==> config.mk <==
export PLATFORM = sky130hd
export DESIGN_NAME = deadline_timer_queue
export DESIGN_NICKNAME = d
export VERILOG_FILES = /design/src/design/dtq_pkg.sv /design/src/design/dtq_datapath.sv /design/src/design/dtq_ctrl.sv /design/src/design/deadline_timer_queue.sv
export VERILOG_INCLUDE_DIRS = /design/src /design/src/design
export SDC_FILE = /design/constraint.sdc
export NUM_CORES = 2
export LEC_CHECK = 0
export BUFFER_PORTS_ARGS = -buffer_cell sky130_fd_sc_hd__buf_2
export CAP_MARGIN = 10
export CORE_ASPECT_RATIO = 0.8
export CORE_MARGIN = 2
export CORE_UTILIZATION = 40
export CTS_CLUSTER_SIZE = 20
export DETAILED_ROUTE_END_ITERATION = 10
export SYNTH_ARGS = -nofsm -noshare
export SYNTH_HDL_FRONTEND = slang
export SYNTH_HIERARCHICAL = 1
export SYNTH_SLANG_ARGS = --single-unit
==> constraint.sdc <==
create_clock -name aclk -period 14.1 [get_ports aclk]
set_clock_uncertainty 0.05 [all_clocks]
set_input_delay 2.82 -clock aclk [delete_from_list [all_inputs] [get_ports aclk]]
set_output_delay 2.82 -clock aclk [all_outputs]
set_load 0.02 [all_outputs]
==> src/design/assert_macros.svh <==
// Assertion macros for the RTL, included by dtq_ctrl.
`ifndef ASSERT_MACROS_SVH
`define ASSERT_MACROS_SVH

// Implication checked on every rising clock edge outside reset.
`define ASSERT_IMPL(label, clk, rstn, ante, cons, msg) \
    label: assert property (@(posedge clk) disable iff (!rstn) (ante) |-> (cons)) \
        else $error(msg);

// Next-cycle implication checked outside reset.
`define ASSERT_NEXT(label, clk, rstn, ante, cons, msg) \
    label: assert property (@(posedge clk) disable iff (!rstn) (ante) |=> (cons)) \
        else $error(msg);

`endif

==> src/design/dtq_pkg.sv <==
`default_nettype none
package dtq_pkg;
    localparam int DEFAULT_CAPACITY = 32;
    localparam int MAX_RESULTS = 32;
    localparam int CTX_W = 32;
    localparam int DL_W = 48;
    localparam int ORD_W = 16;

    localparam logic [1:0] REQ_ADD  = 2'd0;
    localparam logic [1:0] REQ_POLL = 2'd1;
    localparam logic [1:0] REQ_STOP = 2'd2;

    localparam logic [2:0] KIND_ADDED   = 3'd0;
    localparam logic [2:0] KIND_STOPPED = 3'd1;
    localparam logic [2:0] KIND_FULL    = 3'd2;
    localparam logic [2:0] KIND_FIRED   = 3'd3;
    localparam logic [2:0] KIND_NONE    = 3'd4;
    localparam logic [2:0] KIND_STOPACK = 3'd5;

    // controller -> datapath
    typedef struct packed {
        logic load_req;
        logic do_add;
        logic do_stop;
        logic scan_start;
        logic scan_step;
        logic grp_start;
        logic grp_step;
        logic fire;
    } dtq_cmd_t;

    // datapath -> controller
    typedef struct packed {
        logic scan_done;
        logic any;
        logic due;
        logic grp_done;
        logic grp_found;
        logic grp_single;
        logic full;
        logic accepting;
    } dtq_stat_t;
endpackage
`default_nettype wire

==> src/design/dtq_datapath.sv <==
`default_nettype none
module dtq_datapath import dtq_pkg::*; #(
    parameter int CAPACITY = DEFAULT_CAPACITY
) (
    input  wire logic             aclk,
    input  wire logic             aresetn,
    input  wire dtq_cmd_t         cmd,
    output dtq_stat_t             stat,
    input  wire logic [1:0]       req_type,
    input  wire logic [CTX_W-1:0] entry_context,
    input  wire logic [DL_W-1:0]  deadline_ms,
    input  wire logic [DL_W-1:0]  now_ms,
    output logic [CTX_W-1:0]      fire_ctx,
    output logic [DL_W-1:0]       fire_key,
    output logic [1:0]            req_held
);
    localparam int IW = $clog2(CAPACITY);
    localparam int CW = $clog2(CAPACITY + 1);

    logic [DL_W-1:0]  dl_mem [CAPACITY];
    logic [CTX_W-1:0] ctx_mem [CAPACITY];
    logic [ORD_W-1:0] ord_mem [CAPACITY];
    logic [CAPACITY-1:0] valid_reg;
    logic [ORD_W-1:0] seq_reg;
    logic accepting_reg;

    logic [1:0]       req_reg;
    logic [CTX_W-1:0] ctx_in_reg;
    logic [DL_W-1:0]  dl_in_reg;
    logic [DL_W-1:0]  now_reg;

    logic [CW-1:0]    idx_reg;
    logic             any_reg;
    logic [DL_W-1:0]  key_reg;
    logic             found_reg;
    logic [CW-1:0]    match_reg;
    logic [IW-1:0]    pick_reg;
    logic [ORD_W-1:0] best_reg;

    logic [IW-1:0]    free_idx;
    logic             free_any;
    logic [IW-1:0]    cur;
    logic [ORD_W-1:0] age;

    always_comb begin
        free_idx = '0;
        free_any = 1'b0;
        for (int i = CAPACITY - 1; i >= 0; i--) begin
            if (!valid_reg[i]) begin
                free_idx = IW'(i);
                free_any = 1'b1;
            end
        end
    end

    assign cur = idx_reg[IW-1:0];
    assign age = seq_reg - ord_mem[cur];

    always_ff @(posedge aclk) begin
        if (cmd.load_req) begin
            req_reg    <= req_type;
            ctx_in_reg <= entry_context;
            dl_in_reg  <= deadline_ms;
            now_reg    <= now_ms;
        end
        if (cmd.do_add && accepting_reg && free_any) begin
            dl_mem[free_idx]  <= dl_in_reg;
            ctx_mem[free_idx] <= ctx_in_reg;
            ord_mem[free_idx] <= seq_reg;
        end
        if (cmd.scan_step && valid_reg[cur] && (!any_reg || dl_mem[cur] < key_reg)) begin
            key_reg <= dl_mem[cur];
        end
        if (cmd.grp_step && valid_reg[cur] && dl_mem[cur] == key_reg
            && (!found_reg || age > best_reg)) begin
            pick_reg <= cur;
            best_reg <= age;
        end
    end

    always_ff @(posedge aclk) begin
        if (!aresetn) begin
            valid_reg     <= '0;
            seq_reg       <= '0;
            accepting_reg <= 1'b1;
            idx_reg       <= '0;
            any_reg       <= 1'b0;
            found_reg     <= 1'b0;
            match_reg     <= '0;
        end else begin
            if (cmd.do_add && accepting_reg && free_any) begin
                valid_reg[free_idx] <= 1'b1;
                seq_reg <= seq_reg + 1'b1;
            end
            if (cmd.do_stop) accepting_reg <= 1'b0;
            if (cmd.scan_start || cmd.grp_start) begin
                idx_reg   <= '0;
                any_reg   <= cmd.scan_start ? 1'b0 : any_reg;
                found_reg <= 1'b0;
                match_reg <= '0;
            end
            if (cmd.scan_step) begin
                idx_reg <= idx_reg + 1'b1;
                if (valid_reg[cur]) any_reg <= 1'b1;
            end
            if (cmd.grp_step) begin
                idx_reg <= idx_reg + 1'b1;
                if (valid_reg[cur] && dl_mem[cur] == key_reg) begin
                    found_reg <= 1'b1;
                    match_reg <= match_reg + 1'b1;
                end
            end
            if (cmd.fire) valid_reg[pick_reg] <= 1'b0;
        end
    end

    assign stat.scan_done  = (idx_reg == CW'(CAPACITY));
    assign stat.grp_done   = (idx_reg == CW'(CAPACITY));
    assign stat.any        = any_reg;
    assign stat.due        = !accepting_reg || key_reg <= now_reg;
    assign stat.grp_found  = found_reg;
    assign stat.grp_single = (match_reg == CW'(1));
    assign stat.full       = !free_any;
    assign stat.accepting  = accepting_reg;

    assign fire_ctx = ctx_mem[pick_reg];
    assign fire_key = key_reg;
    assign req_held = req_reg;
endmodule
`default_nettype wire

==> src/design/dtq_ctrl.sv <==
`default_nettype none
module dtq_ctrl import dtq_pkg::*; (
    input  wire logic             aclk,
    input  wire logic             aresetn,
    input  wire logic             s_valid,
    output logic                  s_ready,
    output logic                  m_valid,
    input  wire logic             m_ready,
    output logic [2:0]            m_result_kind,
    output logic [CTX_W-1:0]      m_fired_context,
    output logic [DL_W-1:0]       m_fired_deadline,
    output logic                  m_last_of_batch,
    output dtq_cmd_t              cmd,
    input  wire dtq_stat_t        stat,
    input  wire logic [1:0]       req_held,
    input  wire logic [CTX_W-1:0] fire_ctx,
    input  wire logic [DL_W-1:0]  fire_key
);
    `include "assert_macros.svh"

    localparam logic [2:0] ST_IDLE = 3'd0;
    localparam logic [2:0] ST_DEC  = 3'd1;
    localparam logic [2:0] ST_SCAN = 3'd2;
    localparam logic [2:0] ST_GRP  = 3'd3;
    localparam logic [2:0] ST_EMIT = 3'd4;
    localparam logic [2:0] ST_OUT  = 3'd5;

    localparam int NW = $clog2(MAX_RESULTS + 1);

    logic [2:0]  state_reg, state_next;
    logic [NW-1:0] cnt_reg;
    logic        ovalid_reg;
    logic [2:0]  kind_reg;
    logic [CTX_W-1:0] octx_reg;
    logic [DL_W-1:0]  odl_reg;
    logic        olast_reg;
    logic        out_free;
    logic        fire_last;
    logic        dec_out;
    logic        none_out;
    logic        load_out;

    assign out_free  = !ovalid_reg || m_ready;
    assign s_ready   = (state_reg == ST_IDLE);
    assign fire_last = stat.grp_single || (cnt_reg == NW'(MAX_RESULTS - 1));
    assign dec_out   = (state_reg == ST_DEC) && (req_held != REQ_POLL) && out_free;
    assign none_out  = (state_reg == ST_OUT) && out_free && (cnt_reg == '0);
    assign load_out  = cmd.fire || dec_out || none_out;

    always_comb begin
        cmd = '0;
        state_next = state_reg;
        unique case (state_reg)
            ST_IDLE: begin
                if (s_valid) begin
                    cmd.load_req = 1'b1;
                    state_next = ST_DEC;
                end
            end
            ST_DEC: begin
                if (req_held == REQ_POLL) begin
                    cmd.scan_start = 1'b1;
                    state_next = ST_SCAN;
                end else if (out_free) begin
                    cmd.do_add  = (req_held == REQ_ADD);
                    cmd.do_stop = (req_held == REQ_STOP);
                    state_next = ST_IDLE;
                end
            end
            ST_SCAN: begin
                if (stat.scan_done) begin
                    if (!stat.any || !stat.due) begin
                        state_next = ST_OUT;
                    end else begin
                        cmd.grp_start = 1'b1;
                        state_next = ST_GRP;
                    end
                end else begin
                    cmd.scan_step = 1'b1;
                end
            end
            ST_GRP: begin
                if (stat.grp_done) begin
                    state_next = stat.grp_found ? ST_EMIT : ST_OUT;
                end else begin
                    cmd.grp_step = 1'b1;
                end
            end
            ST_EMIT: begin
                if (out_free) begin
                    cmd.fire = 1'b1;
                    if (fire_last) begin
                        state_next = ST_IDLE;
                    end else begin
                        cmd.grp_start = 1'b1;
                        state_next = ST_GRP;
                    end
                end
            end
            ST_OUT: begin
                if (out_free) state_next = ST_IDLE;
            end
            default: state_next = ST_IDLE;
        endcase
    end

    always_ff @(posedge aclk) begin
        if (!aresetn) begin
            state_reg  <= ST_IDLE;
            ovalid_reg <= 1'b0;
            cnt_reg    <= '0;
        end else begin
            state_reg <= state_next;
            if (load_out) ovalid_reg <= 1'b1;
            else if (m_ready) ovalid_reg <= 1'b0;
            if (cmd.scan_start) cnt_reg <= '0;
            else if (cmd.fire) cnt_reg <= cnt_reg + 1'b1;
        end
    end

    always_ff @(posedge aclk) begin
        if (cmd.fire) begin
            kind_reg  <= KIND_FIRED;
            octx_reg  <= fire_ctx;
            odl_reg   <= fire_key;
            olast_reg <= fire_last;
        end else if (dec_out) begin
            olast_reg <= 1'b1;
            octx_reg  <= '0;
            odl_reg   <= '0;
            unique case (req_held)
                REQ_ADD:  kind_reg <= !stat.accepting ? KIND_STOPPED :
                                      stat.full ? KIND_FULL : KIND_ADDED;
                REQ_STOP: kind_reg <= KIND_STOPACK;
                default:  kind_reg <= KIND_NONE;
            endcase
        end else if (none_out) begin
            kind_reg  <= KIND_NONE;
            octx_reg  <= '0;
            odl_reg   <= '0;
            olast_reg <= 1'b1;
        end
    end

    assign m_valid          = ovalid_reg;
    assign m_result_kind    = kind_reg;
    assign m_fired_context  = octx_reg;
    assign m_fired_deadline = odl_reg;
    assign m_last_of_batch  = olast_reg;

    `ASSERT_IMPL(a_fire_in_emit, aclk, aresetn, cmd.fire, state_reg == ST_EMIT, "fire outside emit")
    `ASSERT_IMPL(a_ready_idle, aclk, aresetn, s_ready, state_reg == ST_IDLE, "ready while busy")
    `ASSERT_NEXT(a_fire_valid, aclk, aresetn, cmd.fire, m_valid && m_result_kind == KIND_FIRED, "fire lost")
endmodule
`default_nettype wire

==> src/design/deadline_timer_queue.sv <==
// deadline_timer_queue: deadline-ordered timer table.
// Input channel s_*: req_type selects add, poll or stop; entry_context and
// deadline_ms go with an add, now_ms with a poll. Accepted when s_valid and
// s_ready are both high; s_ready is high only while the block is idle.
// Result channel m_*: one item per add or stop, one nothing-due item for a poll
// with nothing due or for an unused req_type, else one fired item per entry of
// the earliest group (at most MAX_RESULTS), oldest first, m_last_of_batch on the
// final item of each request. An add or stop result is loaded from the decode
// state. A poll scans all CAPACITY slots for the minimum deadline; if it is due
// (or the queue is stopped), a group pass over the slots picks the oldest entry
// with that deadline, fired once the result register is free, and another group
// pass follows for each further fired item. The next request can be accepted in
// the cycle after the final item is loaded.
// The result register holds one item; while m_ready is low the block waits
// with the item held stable. Reset empties the table and restarts the queue.
`default_nettype none
module deadline_timer_queue import dtq_pkg::*; #(
    parameter int CAPACITY = DEFAULT_CAPACITY
) (
    input  wire logic             aclk,
    input  wire logic             aresetn,
    input  wire logic             s_valid,
    output logic                  s_ready,
    input  wire logic [1:0]       s_req_type,
    input  wire logic [CTX_W-1:0] s_entry_context,
    input  wire logic [DL_W-1:0]  s_deadline_ms,
    input  wire logic [DL_W-1:0]  s_now_ms,
    output logic                  m_valid,
    input  wire logic             m_ready,
    output logic [2:0]            m_result_kind,
    output logic [CTX_W-1:0]      m_fired_context,
    output logic [DL_W-1:0]       m_fired_deadline,
    output logic                  m_last_of_batch
);
    dtq_cmd_t         cmd;
    dtq_stat_t        stat;
    logic [CTX_W-1:0] fire_ctx;
    logic [DL_W-1:0]  fire_key;
    logic [1:0]       req_held;

    dtq_datapath #(.CAPACITY(CAPACITY)) u_dp (
        .aclk, .aresetn, .cmd, .stat,
        .req_type(s_req_type), .entry_context(s_entry_context),
        .deadline_ms(s_deadline_ms), .now_ms(s_now_ms),
        .fire_ctx, .fire_key, .req_held
    );

    dtq_ctrl u_ctrl (
        .aclk, .aresetn, .s_valid, .s_ready, .m_valid, .m_ready,
        .m_result_kind, .m_fired_context, .m_fired_deadline, .m_last_of_batch,
        .cmd, .stat, .req_held, .fire_ctx, .fire_key
    );
endmodule
`default_nettype wire

==> results.cfg <==
[finish]
reg_top3 = u_dp/dl_mem x1536, u_dp/ctx_mem x1024, u_dp/ord_mem x512
final_area_um2 = 151000
top_register = u_dp/dl_mem
nets = 6475
stdcell_count = 10900
largest_register_ffs = 1536
drive_gt1_frac = 0.306
final_common_cell = edfxtp_1
mostFrequentLayoutCells = edfxtp_1 (3352), mux4_2 (967), clkbuf_16 (348)
syn_to_final_growth_pct = 13.4

[run]
drv_cap = 0

[pwr]
p_seq_frac = 0.552
p_leak_uw = 0.0481
powerDensity_nw_per_um2 = 140
intPower_uw = 16600
p_comb_frac = 0.029
swShare = 0.212
p_sw_uw = 4460
ir_drop_v = 0.000104
power_frac_clock = 0.419
p_total_uw = 21100

[detailed_routing]
via_count = 64300
drtPass1Iterations = 6
routed_wl_um = 364000
drt_iter0_drc = 8348
drc = 0
vias_per_cell = 5.90
wire_per_inst_um = 33.4
postRouteAntennaNets = 0

[cts]
clock_sinks = 3438
holdBufCountCts = 0
ctsLongestPathBuffers = 4
clkTransAtPathRegs_ns = 0.06
clk-insertion-delay-late_ns = 0.97
root_buffer = clkbuf_16
cts_resized = 0
postCtsSetupRepairBufs = 0
cts_tree = yes
cts_inserted_buffers = 342
h-tree-depth = 5

[yosys]
yosys.area.top_type = edfxtp_1
ys_types = 80
syn_area_per_cell_um2 = 23.1
synth_edf_count = 3352
synth_seq_area_share = 0.769
synthFlopType = edfxtp_1
syn-num-nets = 6029
synthArstFlopShare = 0
ys_warn_count = 6
ys_ff_latch = 3438
synth_area_um2 = 133000
synthDominantCellAreaShare = 0.756
synth.area.top_cells = edfxtp_1 (76%), mux4_2 (16%), dfxtp_1 (1.3%)
syn-instance-count = 5760

[timing]
fin_setup_tns_ns = 0
setup_violations = 0
slew_viol_final = 0
layout_min_cycle_time_ns = 8.75
fmax_mhz = 114
relSlewSlack = 0.165
min_period_over_period = 0.620
rsz0062_at_grt = false
timing.hold.ws_ns = 0.435
tightestPinTransition_ns = 1.25
hold_viol = 0

[place]
placedCellCount = 10300
gp_congestion = 0.843
place_area_um2 = 140000
hpwl_um = 189000
io_buffer_count = 219

[floorplanning]
pin_count = 220
core-area_um2 = 331000
rows = 189
fp.dieH_um = 520
dieArea_um2 = 337000
die_w_um = 649
start_util = 0.402

[setup_path]
worstPathMaxFanout = 115
cp_common_cell = buf_4
worst_setup_path_end_kind = flop
worst-setup-path-type = reg2reg
cp_slowest_cell = buf_4
crit_required_ns = 14.65
timing.critical_path.cells = buf_4 -> buf_12 -> buf_4 -> mux4_2 -> mux4_2 -> mux2i_1 -> ha_1 -> and4_1 -> a2111oi_0 -> xnor2_1 -> ha_1 -> nand4_1 -> or3_1 -> a211o_1 -> a21oi_1 -> and4b_2 -> nor4_2 -> buf_4
cpPeakStageDelay_ns = 0.78
worst_ep_arrival_time_ns = 9.29
startpoint_type = flop

[global_route]
grt_pass1_vias = 64100
grt_max_degree = 141
grt_pass1_wl_um = 506000
track_usage = 0.212
grt-ovfl-total = 0
antenna_found_initial = 20

[outcome]
status = complete, no violations

[min_path]
hold_path.class = reg2reg
## synth_stat cells, drive strengths merged (3+ instances only)
cell type  number
o31ai           3
o21ai          44
o211ai          7
a21boi          8
or3b            4
clkbuf        135
buf           133
mux2i          21
nor4            7
a21oi          57
ha            134
and2           20
a211o           5
or2             4
o21bai          4
nand3b          6
o22ai           6
mux4          968
a211oi          5
nand4          37
o221a          26
and4            3
o21a            9
nor4b           3
xnor2          24
a31oi          15
nand2          65
mux2           85
o221ai          5
nor3b           6
nor2b          19
a221o           3
edfxtp       3352
and3           91
or3             9
inv           144
nor3           21
nand2b         10
a21o           33
nor2           81
xor2            7
dfxtp          86
nand3          32
## power by group through the flow
| stage | Sequential, uW | Clock, uW | Combinational [uW] |
|---|---|---|---|
| floorplan | 11800 | 0 | 372 |
| CTS | 11600 | 8960 | 632 |
| global route | 11600 | 9340 | 664 |
| global placement | 11800 | 0 | 627 |
| detailed placement | 11800 | 0 | 630 |
| finish | 11600 | 8820 | 620 |
## worst max-delay path: cells and delay by family, from the launching register on
family,cells,cell delay (ns)
buffers and inverters,4,2.52
AOI/OAI and AO/OA,3,1.13
muxes,3,1.28
DFF,1,0.75
xor gates and xnor gates,1,0.18
and+or+nand+nor,5,1.50
adders and majority gates,2,0.73
## area by class of cell
class                   instances  area, um^2
flip-flops and latches       3438      102000
clock inverters               182        1590
inverters                     144         541
diodes                          9        22.5
multi-input cells            1910       29300
clock buffers                 437        9060
repair buffers                370        2390
well taps                    4393        5500
fillers                     27200      180000
## cells by family (layout without fill, tap and decap cells)
family / count (synthesis) / count (layout) / synth area share
AOI/OAI and AO/OA: 246 / 246 / 0.0131
xor gates and xnor gates: 31 / 31 / 0.00204
adders and majority gates: 135 / 135 / 0.0128
buffers and inverters: 412 / 1133 / 0.0125
DFF: 3438 / 3438 / 0.769
muxes: 1074 / 1074 / 0.173
other: 0 / 9 / 0
and+or+nand+nor: 424 / 424 / 0.0175
## stage by stage
step / setup slack [ns] / util
finish: 5.35 / 0.455
global route: 4.96 / 0.455
CTS: 5.40 / 0.455
detailed placement: 5.43 / 0.423
global placement: 5.53 / 0.423
floorplan: 2.98 / -
## worst paths after layout
| path | cells after the start | end | slack [ns] | startpoint |
|---|---|---|---|---|
| hold / removal | 1 | u_ctrl/m_result_kind[1]$_SDFFE_PP1P_ | 0.44 | u_ctrl/m_result_kind[1]$_SDFFE_PP1P_ |
| setup reg to reg | 18 | u_dp/best_reg[14]$_DFFE_PP_ | 5.35 | flop |
| hold reg to reg | 1 | u_ctrl/m_result_kind[1]$_SDFFE_PP1P_ | 0.44 | u_ctrl/m_result_kind[1]$_SDFFE_PP1P_ |
| setup / recovery | 18 | u_dp/best_reg[14]$_DFFE_PP_ | 5.35 | flop |
## metal layers
| layer | up-vias | track usage | routed length [um] |
|---|---|---|---|
| met1 | 35500 | 0.303 | 151000 |
| met4 | 0 | 0.0576 | 9960 |
| met3 | 514 | 0.0306 | 26000 |
| met2 | 2815 | 0.345 | 177000 |
| li1 | 25400 | - | - |
| met5 | - | 0 | 0 |
No activity file was read; power rests on OpenSTA's default activity.
